[src/sv/perceptron_threshold_trainer_macros.svh]
// ----------------------------------------------------------------------------
// Perceptron threshold trainer assertion macros
// Shared concurrent assertion forms, clocked on clk with active-low reset.
// ----------------------------------------------------------------------------
`ifndef PERCEPTRON_THRESHOLD_TRAINER_MACROS_SVH
`define PERCEPTRON_THRESHOLD_TRAINER_MACROS_SVH

// Check that cond holds in the cycle after trig.
`define PTT_ASSERT_NEXT(label, clk, rst_n, trig, cond) \
  label: assert property (@(posedge clk) disable iff (!rst_n) (trig) |=> (cond)) \
    else $error("assertion failed: next-cycle check");

// Check that cond holds in the same cycle as trig.
`define PTT_ASSERT_SAME(label, clk, rst_n, trig, cond) \
  label: assert property (@(posedge clk) disable iff (!rst_n) (trig) |-> (cond)) \
    else $error("assertion failed: same-cycle check");

`endif

[src/sv/ptt_pkg.sv]
// ----------------------------------------------------------------------------
// ptt_pkg
// Types, field widths and reset constants of the perceptron threshold trainer.
// ----------------------------------------------------------------------------
package ptt_pkg;

  // Fixed field widths
  localparam int PIX_W   = 15;
  localparam int THR_W   = 16;
  localparam int SUM_W   = 16;
  localparam int ADJ_W   = 2;
  localparam int CFG_IDX_W = 2;
  localparam int CFG_DATA_W = 16;

  // Register indexes
  localparam logic [CFG_IDX_W-1:0] REG_THRESHOLD = 2'd0;
  localparam logic [CFG_IDX_W-1:0] REG_TARGET    = 2'd1;

  // Register reset values
  localparam logic [THR_W-1:0] THRESHOLD_RESET = 16'd35;
  localparam logic [PIX_W-1:0] TARGET_RESET    = 15'd18925;

  // Initial weights for pixels 0..14
  localparam int INIT_COUNT = 15;
  localparam int INIT_WEIGHTS [INIT_COUNT] = '{1, 2, 3, 4, 5, 6, 7, 8, 9, 10,
                                               12, 13, 14, 15, 0};

  // Adjustment codes reported with each result
  typedef enum logic [ADJ_W-1:0] {
    ADJ_NONE  = 2'd0,
    ADJ_RAISE = 2'd1,
    ADJ_LOWER = 2'd2
  } adj_t;

  // Weight update command broadcast to the lanes
  typedef struct packed {
    logic raise;
    logic lower;
  } upd_t;

endpackage

[src/sv/ptt_if.sv]
// ----------------------------------------------------------------------------
// ptt_if
// Valid/ready channels for pattern words and result words.
// ----------------------------------------------------------------------------
interface ptt_in_if;
  import ptt_pkg::*;

  logic             valid;
  logic             ready;
  logic             req_type;
  logic [PIX_W-1:0] pixels;

  modport source (output valid, output req_type, output pixels, input ready);
  modport sink   (input valid, input req_type, input pixels, output ready);
endinterface

interface ptt_out_if;
  import ptt_pkg::*;

  logic                    valid;
  logic                    ready;
  logic signed [SUM_W-1:0] weighted_sum;
  logic                    fires;
  logic [ADJ_W-1:0]        adjustment;

  modport source (output valid, output weighted_sum, output fires, output adjustment,
                  input ready);
  modport sink   (input valid, input weighted_sum, input fires, input adjustment,
                  output ready);
endinterface

[src/sv/perceptron_threshold_trainer.sv]
// ----------------------------------------------------------------------------
// perceptron_threshold_trainer
// Single-layer perceptron that classifies pixel patterns and trains itself.
//
// Usage:
//   in_ch carries pattern words (req_type, pixels); out_ch carries one result
//   word per pattern (weighted_sum, fires, adjustment). Both are valid/ready.
//   cfg_we/cfg_index/cfg_data write the threshold (index 0) and the target
//   pattern (index 1); write them only while no word is in flight.
//   out_ch.valid rises in the cycle after acceptance. Throughput is one
//   pattern per cycle while the receiver keeps up: every lane reads, sums
//   and updates its weight in the same cycle, so the loop through the adder
//   tree, the threshold compare and the lane update sets the clock period.
//   A result register decouples the channels: a new pattern is taken while
//   the last result waits, as long as out_ch.ready is high in that cycle.
//   When the receiver stalls the result holds and in_ch.ready drops.
//   Reset (rst_n low, synchronous) loads the initial weight table, the
//   default threshold and target, and empties the result register.
// ----------------------------------------------------------------------------
`include "perceptron_threshold_trainer_macros.svh"

module perceptron_threshold_trainer #(
  parameter int NUM_PIXELS  = 15,
  parameter int WEIGHT_BITS = 12
) (
  input  logic                             clk,
  input  logic                             rst_n,
  ptt_in_if.sink                           in_ch,
  ptt_out_if.source                        out_ch,
  input  logic                             cfg_we,
  input  logic [ptt_pkg::CFG_IDX_W-1:0]    cfg_index,
  input  logic [ptt_pkg::CFG_DATA_W-1:0]   cfg_data
);
  import ptt_pkg::*;

  // Pixels at or above the field width never get set
  localparam int LANES = (NUM_PIXELS < PIX_W) ? NUM_PIXELS : PIX_W;
  localparam int SW    = (WEIGHT_BITS + 4 > THR_W + 1) ? WEIGHT_BITS + 4 : THR_W + 1;
  localparam logic [PIX_W-1:0] PIX_MASK = {PIX_W{1'b1}} >> (PIX_W - LANES);

  logic signed [THR_W-1:0] threshold_r;
  logic [PIX_W-1:0]        target_r;

  logic                    out_valid_r;
  logic signed [SUM_W-1:0] out_sum_r;
  logic                    out_fires_r;
  adj_t                    out_adj_r;

  logic                    accept;
  logic [PIX_W-1:0]        pix_m;
  logic                    match;
  logic signed [WEIGHT_BITS-1:0] contrib [LANES];
  logic signed [SW-1:0]    sum;
  logic                    fires;
  upd_t                    upd;
  adj_t                    adj;

  // Take a word whenever the result register is empty or drains this cycle
  assign in_ch.ready = !out_valid_r || out_ch.ready;
  assign accept      = in_ch.valid && in_ch.ready;
  assign pix_m       = in_ch.pixels & PIX_MASK;
  assign match       = pix_m == (target_r & PIX_MASK);

  // Configuration registers
  always_ff @(posedge clk) begin
    if (!rst_n) begin
      threshold_r <= THRESHOLD_RESET;
      target_r    <= TARGET_RESET;
    end else if (cfg_we) begin
      case (cfg_index)
        REG_THRESHOLD: threshold_r <= cfg_data;
        REG_TARGET:    target_r    <= cfg_data[PIX_W-1:0];
        default: ;
      endcase
    end
  end

  // Weight lanes
  for (genvar j = 0; j < LANES; j++) begin : g_lane
    ptt_lane #(
      .W    (WEIGHT_BITS),
      .INIT (WEIGHT_BITS'(INIT_WEIGHTS[j]))
    ) u_lane (
      .clk     (clk),
      .rst_n   (rst_n),
      .pix_bit (pix_m[j]),
      .upd     (accept ? upd : upd_t'('0)),
      .contrib (contrib[j])
    );
  end

  // Sum, threshold and training decision
  ptt_merge #(
    .LANES (LANES),
    .W     (WEIGHT_BITS),
    .SW    (SW)
  ) u_merge (
    .contrib   (contrib),
    .threshold (threshold_r),
    .match     (match),
    .train     (in_ch.req_type),
    .sum       (sum),
    .fires     (fires),
    .upd       (upd),
    .adj       (adj)
  );

  // Result register: load on accept, drop when taken
  always_ff @(posedge clk) begin
    if (!rst_n) begin
      out_valid_r <= 1'b0;
    end else if (accept) begin
      out_valid_r <= 1'b1;
    end else if (out_ch.ready) begin
      out_valid_r <= 1'b0;
    end
  end

  always_ff @(posedge clk) begin
    if (accept) begin
      out_sum_r   <= sum[SUM_W-1:0];
      out_fires_r <= fires;
      out_adj_r   <= adj;
    end
  end

  assign out_ch.valid        = out_valid_r;
  assign out_ch.weighted_sum = out_sum_r;
  assign out_ch.fires        = out_fires_r;
  assign out_ch.adjustment   = out_adj_r;

  // Checks
  `PTT_ASSERT_NEXT(a_accept_gives_result, clk, rst_n, accept, out_valid_r)
  `PTT_ASSERT_NEXT(a_classify_no_adjust, clk, rst_n, accept && !in_ch.req_type, out_adj_r == ADJ_NONE)
  `PTT_ASSERT_SAME(a_raise_not_fired, clk, rst_n, out_valid_r && (out_adj_r == ADJ_RAISE), !out_fires_r)
  `PTT_ASSERT_SAME(a_lower_fired, clk, rst_n, out_valid_r && (out_adj_r == ADJ_LOWER), out_fires_r)

endmodule

[src/sv/ptt_lane.sv]
// ----------------------------------------------------------------------------
// ptt_lane
// One pixel lane: holds a saturating weight and gates it by its pixel bit.
// ----------------------------------------------------------------------------
module ptt_lane #(
  parameter int                W    = 12,
  parameter logic signed [W-1:0] INIT = '0
) (
  input  logic                clk,
  input  logic                rst_n,
  input  logic                pix_bit,
  input  ptt_pkg::upd_t       upd,
  output logic signed [W-1:0] contrib
);
  import ptt_pkg::*;

  localparam logic signed [W-1:0] WMAX = {1'b0, {(W-1){1'b1}}};
  localparam logic signed [W-1:0] WMIN = {1'b1, {(W-1){1'b0}}};

  logic signed [W-1:0] weight_r;
  logic signed [W-1:0] weight_nxt;

  // Gate the weight by the pixel
  assign contrib = pix_bit ? weight_r : '0;

  // Step the weight on a set pixel, hold at the limits
  always_comb begin
    weight_nxt = weight_r;
    if (pix_bit && upd.raise && (weight_r != WMAX)) begin
      weight_nxt = weight_r + W'(1);
    end else if (pix_bit && upd.lower && (weight_r != WMIN)) begin
      weight_nxt = weight_r - W'(1);
    end
  end

  always_ff @(posedge clk) begin
    if (!rst_n) begin
      weight_r <= INIT;
    end else begin
      weight_r <= weight_nxt;
    end
  end

endmodule

[src/sv/ptt_merge.sv]
// ----------------------------------------------------------------------------
// ptt_merge
// Adds the lane contributions in a tree, compares against the threshold and
// picks the training decision.
// ----------------------------------------------------------------------------
module ptt_merge #(
  parameter int LANES = 15,
  parameter int W     = 12,
  parameter int SW    = 17
) (
  input  logic signed [W-1:0]              contrib [LANES],
  input  logic signed [ptt_pkg::THR_W-1:0] threshold,
  input  logic                             match,
  input  logic                             train,
  output logic signed [SW-1:0]             sum,
  output logic                             fires,
  output ptt_pkg::upd_t                    upd,
  output ptt_pkg::adj_t                    adj
);
  import ptt_pkg::*;

  localparam int TN = 1 << $clog2(LANES);

  logic signed [SW-1:0] node [2*TN-1];

  // Load the leaves, pad the unused ones with zero
  for (genvar i = 0; i < TN; i++) begin : g_leaf
    if (i < LANES) begin : g_used
      assign node[TN-1+i] = SW'(contrib[i]);
    end else begin : g_pad
      assign node[TN-1+i] = '0;
    end
  end

  // Pairwise adder tree
  for (genvar n = 0; n < TN-1; n++) begin : g_node
    assign node[n] = node[2*n+1] + node[2*n+2];
  end

  assign sum   = node[0];
  assign fires = sum > SW'(threshold);

  // Perceptron rule
  always_comb begin
    upd = '0;
    adj = ADJ_NONE;
    if (train && match && !fires) begin
      upd.raise = 1'b1;
      adj       = ADJ_RAISE;
    end else if (train && !match && fires) begin
      upd.lower = 1'b1;
      adj       = ADJ_LOWER;
    end
  end

endmodule
[src/flat_wrapper.sv]
// flat-port wrapper written by rule: the top's interface ports become plain ports
module perceptron_threshold_trainer_flat import ptt_pkg::*;
#(
  parameter int NUM_PIXELS  = 15,
  parameter int WEIGHT_BITS = 12
)
  (clk, rst_n, cfg_we, cfg_index, cfg_data, in_ch_valid, in_ch_req_type, in_ch_pixels, in_ch_ready, out_ch_valid, out_ch_weighted_sum, out_ch_fires, out_ch_adjustment, out_ch_ready);
  ptt_in_if in_ch_i ();
  ptt_out_if out_ch_i ();
  input  logic clk;
  input  logic rst_n;
  input  logic cfg_we;
  input  logic [ptt_pkg::CFG_IDX_W-1:0] cfg_index;
  input  logic [ptt_pkg::CFG_DATA_W-1:0] cfg_data;
  input wire logic [$bits(in_ch_i.valid)-1:0] in_ch_valid;
  input wire logic [$bits(in_ch_i.req_type)-1:0] in_ch_req_type;
  input wire logic [$bits(in_ch_i.pixels)-1:0] in_ch_pixels;
  output wire logic [$bits(in_ch_i.ready)-1:0] in_ch_ready;
  output wire logic [$bits(out_ch_i.valid)-1:0] out_ch_valid;
  output wire logic [$bits(out_ch_i.weighted_sum)-1:0] out_ch_weighted_sum;
  output wire logic [$bits(out_ch_i.fires)-1:0] out_ch_fires;
  output wire logic [$bits(out_ch_i.adjustment)-1:0] out_ch_adjustment;
  input wire logic [$bits(out_ch_i.ready)-1:0] out_ch_ready;
  assign in_ch_i.valid = in_ch_valid;
  assign in_ch_i.req_type = in_ch_req_type;
  assign in_ch_i.pixels = in_ch_pixels;
  assign in_ch_ready = in_ch_i.ready;
  assign out_ch_valid = out_ch_i.valid;
  assign out_ch_weighted_sum = out_ch_i.weighted_sum;
  assign out_ch_fires = out_ch_i.fires;
  assign out_ch_adjustment = out_ch_i.adjustment;
  assign out_ch_i.ready = out_ch_ready;
  perceptron_threshold_trainer #(.NUM_PIXELS(NUM_PIXELS), .WEIGHT_BITS(WEIGHT_BITS)) u_core (.clk(clk), .rst_n(rst_n), .in_ch(in_ch_i), .out_ch(out_ch_i), .cfg_we(cfg_we), .cfg_index(cfg_index), .cfg_data(cfg_data));
endmodule
[config.mk]
export PLATFORM = sky130hd
export DESIGN_NAME = perceptron_threshold_trainer_flat
export DESIGN_NICKNAME = d
export VERILOG_FILES = /design/src/sv/ptt_pkg.sv /design/src/sv/ptt_if.sv /design/src/sv/perceptron_threshold_trainer.sv /design/src/sv/ptt_lane.sv /design/src/sv/ptt_merge.sv /design/src/flat_wrapper.sv
export VERILOG_INCLUDE_DIRS = /design/src /design/src/sv
export SDC_FILE = /design/constraint.sdc
export NUM_CORES = 1
export LEC_CHECK = 0
export BUFFER_PORTS_ARGS = -buffer_cell sky130_fd_sc_hd__buf_2
export CORE_MARGIN = 2
export CORE_UTILIZATION = 50
export CTS_BUF_LIST = sky130_fd_sc_hd__clkbuf_4
export DETAILED_ROUTE_END_ITERATION = 8
export MAX_ROUTING_LAYER = met4
export PLACE_DENSITY = 0.73
export SYNTH_ARGS = -nofsm -noshare
export SYNTH_HDL_FRONTEND = slang
export SYNTH_SLANG_ARGS = --single-unit
[constraint.sdc]
create_clock -name clk -period 14.8 [get_ports clk]
set_clock_uncertainty 0.2 [all_clocks]
set_input_delay 1.48 -clock clk [delete_from_list [all_inputs] [get_ports clk]]
set_output_delay 1.48 -clock clk [all_outputs]
set_load 0.1 [all_outputs]
# == Word level (Yosys, flattened, before mapping) ==
# Cells that the tools add are included.
# op_classes
n_addsub,44
n_lt_le_gt_ge,1
n_eq_ne,32
muxes,52
reduce_logical,88
# op_table
cell,n
$mux W12,45
$ne A12 B12 Y1 const B,30
$add A12 B2 Y12 const B,15
$sub A12 B2 Y12 const B,15
$add A17 B17 Y17,6
$add A12 B12 Y13,7
$logic_and A1 B1 Y1,65
$reduce_bool A2 Y1,16
$gt A17 B16 Y1,1
$eq A15 B15 Y1,1
$add A13 B12 Y14,1
$mux W1,5
$mux W2,2
$reduce_and A2 Y1,2
$logic_not A1 Y1,3
$eq A2 B1 Y1 const B,1
$logic_not A2 Y1,1
$logic_or A1 B1 Y1,1
# word_totals
register_bits,231
input_bits,39
out_inout_bits,21
word_cells,238

# == Logic depth before layout (Yosys ltp) ==
# logic_depth
depth_word,14
mapped_depth,44
ltp_nobuf,41

# == By module ==
# A second synthesis with hierarchy kept.
# hier_totals
hier_cells,2951
area_unflattened_um2,24991.5
# modules_own_cells
module,n_inst,cells_per_inst,area_each_um2,seq_area_each_um2
ptt_merge,1,746,6431.2,0.0
ptt_lane at u_core.g_lane[4].u_lane ...,3,134,1118.6,240.2
ptt_lane at u_core.g_lane[11].u_lane ...,3,138,1103.6,240.2
ptt_lane at u_core.g_lane[7].u_lane ...,2,132,1104.8,240.2
perceptron_threshold_trainer,1,183,1934.4,1211.2
ptt_lane at u_core.g_lane[2].u_lane,1,134,1122.3,240.2
ptt_lane at u_core.g_lane[1].u_lane,1,134,1116.1,240.2
ptt_lane at u_core.g_lane[3].u_lane,1,134,1111.1,240.2
ptt_lane at u_core.g_lane[10].u_lane,1,133,1108.6,240.2
ptt_lane at u_core.g_lane[9].u_lane,1,132,1107.3,240.2
ptt_lane at u_core.g_lane[0].u_lane,1,137,1093.5,240.2
ptt_lane at u_core.g_lane[14].u_lane,1,138,1091.0,240.2

# == Worst setup path after synthesis ==
# No wires, ideal clock.
# synth_timing
path_kind,in2reg
startpoint,in in_ch_pixels[8]
endpoint,reg u_core.g_lane[4].u_lane.weight_r[11]
setup_time_ps,72
arrival_ps,11478
t_required_ps,14528
path_slack_ps,3050
cell_stages,42
path_cell_list,clkbuf_1 clkbuf_1 and2_1 ha_1 inv_1 fa_1 nor2b_1 o21ai_0 a21boi_0 o21a_1 nor2_1 o21ai_0 a311oi_1 xnor2_1 fa_1 fa_1 fa_1 fa_1 [6 not listed] ha_1 o21a_1 o21ai_0 a21oi_1 o31ai_1 o21ai_1 or2_1 clkbuf_1 or3_1 ha_1 or2_2 a21oi_1 nor3_1 o31a_1 o21a_1 or4_1 a21oi_1 mux2i_1
# synth_between
elab_chain_len,13
word_cells_on_any_way,23
cone_classes,add/sub: 4; order compare: 1; eq/ne: 1; mux: 6; reduce/logical: 11
# synth_lines
element,line,rtl
from (decl),flat_wrapper.sv:17,input wire logic [$bits(in_ch_i.pixels)-1:0] in_ch_pixels;
$mux W12 *,ptt_lane.sv:24,assign contrib = pix_bit ? weight_r : '0;
$add A12 B12 Y13 *,ptt_merge.sv:37,assign node[n] = node[2*n+1] + node[2*n+2];
$add A17 B17 Y17 * (3 in a row),ptt_merge.sv:37,
via u_core.sum[13],perceptron_threshold_trainer.sv:53,logic signed [SW-1:0] sum;
$gt A17 B16 Y1 *,ptt_merge.sv:41,assign fires = sum > SW'(threshold);
$logic_and A1 B1 Y1 or $logic_not A1 Y1 (tied branches),"ptt_merge.sv:50, ptt_merge.sv:47",
$mux W1 or $logic_and A1 B1 Y1 (tied branches),"ptt_merge.sv:50, ptt_merge.sv:47",
$mux W1,ptt_merge.sv:47,if (train && match && !fires) begin
$mux W2 *,perceptron_threshold_trainer.sv:87,".upd (accept ? upd : upd_t'('0)),"
"$logic_and A1 B1 Y1, on equally long branches (2 in a row)","ptt_lane.sv:31, ptt_lane.sv:29",
$reduce_bool A2 Y1 (no source line) or $mux W12 (tied branches),n/a,
to (signal assigned),ptt_lane.sv:40,weight_r <= weight_nxt;
to (decl),ptt_lane.sv:20,logic signed [W-1:0] weight_r;
# The timed path passes the listed nets; every way through them passes the cells marked *.
# A chain may end at the register's enable or synchronous reset.

# == Final worst setup path ==
# layout_timing
startpoint,in in_ch_pixels[7]
endpoint,reg u_core.g_lane[4].u_lane.weight_r[11]
# The elaborated chain is that of the path after synthesis.

==> results.toml <==
[min_path]
worstHoldPathCells = 2
worstHoldPathType = "reg2reg"
worstHoldStart = "u_core.threshold_r[8]"

[worst_setup_path]
worst_reg2reg_startpoint = "u_core.g_lane[9].u_lane.weight_r[0]"
timing.critical_path.max_delay_family = "simple AND/OR/NAND/NOR gates"
critical_path.startpoint_type = "input pin"
worstSetupPathType = "in2reg"
worst_setup_path_end_kind = "register"
cp.buffers_inverters = 1
critPathMaxFanout = 24
worst-path-stages = 39
slowest_cell_on_crit_path = "nor4_4"
max_stage_delay_ps = 960
critPathArrivalTime_ps = 13220
critPathRequiredTime_ps = 15290
critical_path.startpoint = "in_ch_pixels[7]"
worst_r2r_path_depth = 39

[grt]
grt_max_degree = 88
grt_pass1_vias = 21280
total_grt_overflow = 0
first_pass_grt_wire_length_mm = 107.7
antenna_found_initial = 1
grt_usage_pct = 27.31

[route]
vias_per_cell = 6.142
vias = 22270
remaining_drc_errors = 0
drt.antenna.violating_nets = 0
detail_route.iter0.violations = 1868
route.detailed.wl_per_inst_um = 18.24
wire_length_after_detailed_routing_mm = 66.14
drt_pre_antenna_iters = 5

[placement]
number_of_buffers_inserted_by_port_buffering = 59
routabilityCongestion = 0.9388
preCtsSetupSlack_ps = 1579
place.detailed.hpwl_mm = 49.28

[cts]
cts_inserted_buffers = 69
cts_setup_buffers = 0
worst_setup_hold_path_clk_slew_ps = 60
clk_latency_ps = 820
cts-hold-fix-buffers = 0
postCtsResizedCells = 0
max-clock-path-buffers = 3
cts-root-buf = "clkbuf_4"
numClockSinks = 231
tritoncts = "done"
htree_levels = 3

[sta]
hold_viol_final = 0
fin_crit_ps = 12740
layout_setup_ws_ps = 2065
drv_slew = 0
final.setup.tns_ps = 0
fmaxAchievable_mhz = 78.52
post-route-period-util_pct = 86.05
worst_slew_margin_rel_pct = 15.85
rsz0062_at_grt = "false"
worst_margin_pin_slew_ps = 1262
finalSetupViolations = 0

[floorplanning]
floorplan_die_width_um = 221.4
die_area_um2 = 49000
chipHeight_um = 221.4
floorplan.core_area_um2 = 46560
floorplan.initialDensity_pct = 50.75
ioPinCount = 60
floorplan.rows = 79

[synth]
synth.avg_cell_area_um2 = 8.009
total_number_of_yosys_warnings = 0
synth_async_sr_flop_share_pct = 0
synth-seq-cells = 231
mappedNetlistNets = 3360
synth_enable_flop_cells = 19
ys.flop_type = "dfxtp_1"
synthesized_instance_count = 2950
synth.distinct_cells = 66
yosysSeqAreaShare_pct = 20.38
mappedNetlistArea_um2 = 23630

[cells_and_area]
layout.nets = 3395
layout_commonest_cell = "a21oi_1"
filler_cells = 4319
top_library_cells_by_usage_in_the_layout_fill_and_taps_aside = "a21oi_1 (286), ha_1 (269), nand2_1 (229), o21ai_0 (228), dfxtp_1 (212)"
syn2layout_area_growth_pct = 6.297
layout-drive-gt1-share_pct = 6.759

[job]
cap_viol_max_count = 0

[run_status]
status = "completed"
-- synth_stat cells, types with 6 or more instances --
cell type | instances | share of area [%]
o21bai_1 | 17 | 0.54
fa_1 | 102 | 8.6
a31o_2 | 17 | 0.63
o31a_1 | 6 | 0.22
o21a_1 | 26 | 0.83
nand2b_1 | 24 | 0.64
and2_1 | 157 | 4.2
o211ai_1 | 33 | 1.0
o41ai_1 | 6 | 0.22
nand3_1 | 197 | 4.2
a311oi_1 | 7 | 0.26
or3_1 | 35 | 0.93
a41oi_1 | 8 | 0.30
a21o_1 | 52 | 1.7
inv_1 | 136 | 2.2
nor4_1 | 36 | 0.95
nor2b_1 | 24 | 0.64
xor2_1 | 46 | 1.7
edfxtp_1 | 19 | 2.4
nand2_1 | 229 | 3.6
or2_2 | 7 | 0.19
xnor2_1 | 175 | 6.5
and3_1 | 26 | 0.69
o21ai_1 | 10 | 0.21
o311ai_0 | 12 | 0.44
ha_1 | 269 | 14
nand4_1 | 35 | 0.93
nor2_1 | 130 | 2.1
clkbuf_1 | 92 | 1.5
a21boi_0 | 7 | 0.22
dfxtp_1 | 212 | 18
a31oi_1 | 16 | 0.42
nand4b_1 | 18 | 0.67
a21oi_1 | 286 | 6.1
buf_2 | 8 | 0.17
a211oi_1 | 21 | 0.67
o21ai_0 | 228 | 4.8
nor4b_1 | 18 | 0.67
mux2i_1 | 19 | 0.80
nor3_1 | 118 | 2.5
or4_1 | 9 | 0.29
-- final cells by class --
| cell class | instances | area [um^2] | share of cell area (%) |
|---|---|---|---|
| Tap cell | 607 | 759.5 | 3.024 |
| Clock inverter | 20 | 107.6 | 0.4285 |
| Clock buffer | 84 | 630.6 | 2.511 |
| Inverter | 136 | 513.0 | 2.043 |
| Timing Repair Buffer | 70 | 377.9 | 1.505 |
| Multi-Input combinational cell | 2477 | 17910 | 71.31 |
| Antenna cell | 1 | 2.502 | 0.009965 |
| Sequential cell | 231 | 4815 | 19.17 |
-- state kept, by name, summed over array words and instances (netlist names) --
signal,flops
u_core.g_lane.u_lane.weight_r,180
u_core.out_ch.adjustment,2
u_core.out_ch.fires,1
u_core.out_ch.valid,1
u_core.out_ch.weighted_sum,16
u_core.target_r,15
u_core.threshold_r,16
-- per-layer routing --
metal	vias to the layer above	global-route usage (%)	wire length, um
met2	802	43.48	30600
met3	128	4.289	4580
li1	10780	-	-
met4	0	9.504	1798
met1	10560	35.25	29160
met5	-	-	0
-- cells by family (layout without fill, tap and decap cells) --
family                     after synthesis  after routing  share of synthesized area [%]
AOI/OAI and AO/OA                      779            779                          19.62
xor gates and xnor gates               221            221                          8.193
adders and majority gates              371            371                          22.89
buffers and inverters                  242            310                          3.893
DFF                                    231            231                          20.38
muxes                                   22             22                         0.9480
other                                    0              1                              0
and+or+nand+nor                       1084           1084                          24.08
-- worst min-delay path: cells and delay by family, from the launching register on --
kind	cells	cell delay (ps)
DFF	1	310
AOI/OAI and AO/OA	1	50
and+or+nand+nor	1	50
-- final timing paths --
check                                                       endpoint  slack [ps]
worst max-delay path            u_core.g_lane[4].u_lane.weight_r[11]        2060
worst min-delay path                           u_core.threshold_r[8]         260
worst max register to register  u_core.g_lane[4].u_lane.weight_r[11]        2620
worst min register to register                 u_core.threshold_r[8]         260
-- through the flow --
stage,utilization [%],instance area (um^2),std cells,hold slack [ps]
after floorplan,-,23630,2950,236.3
after global placement,52.35,24370,3521,242.6
after detailed placement,52.35,24370,3521,250.8
after CTS,53.94,25110,3625,260.6
after global routing,53.94,25110,3626,279.0
final,53.94,25110,3626,263.2
Power is not shown: default switching activity piles up to over one toggle a cycle in this logic, so the estimate is an artifact.
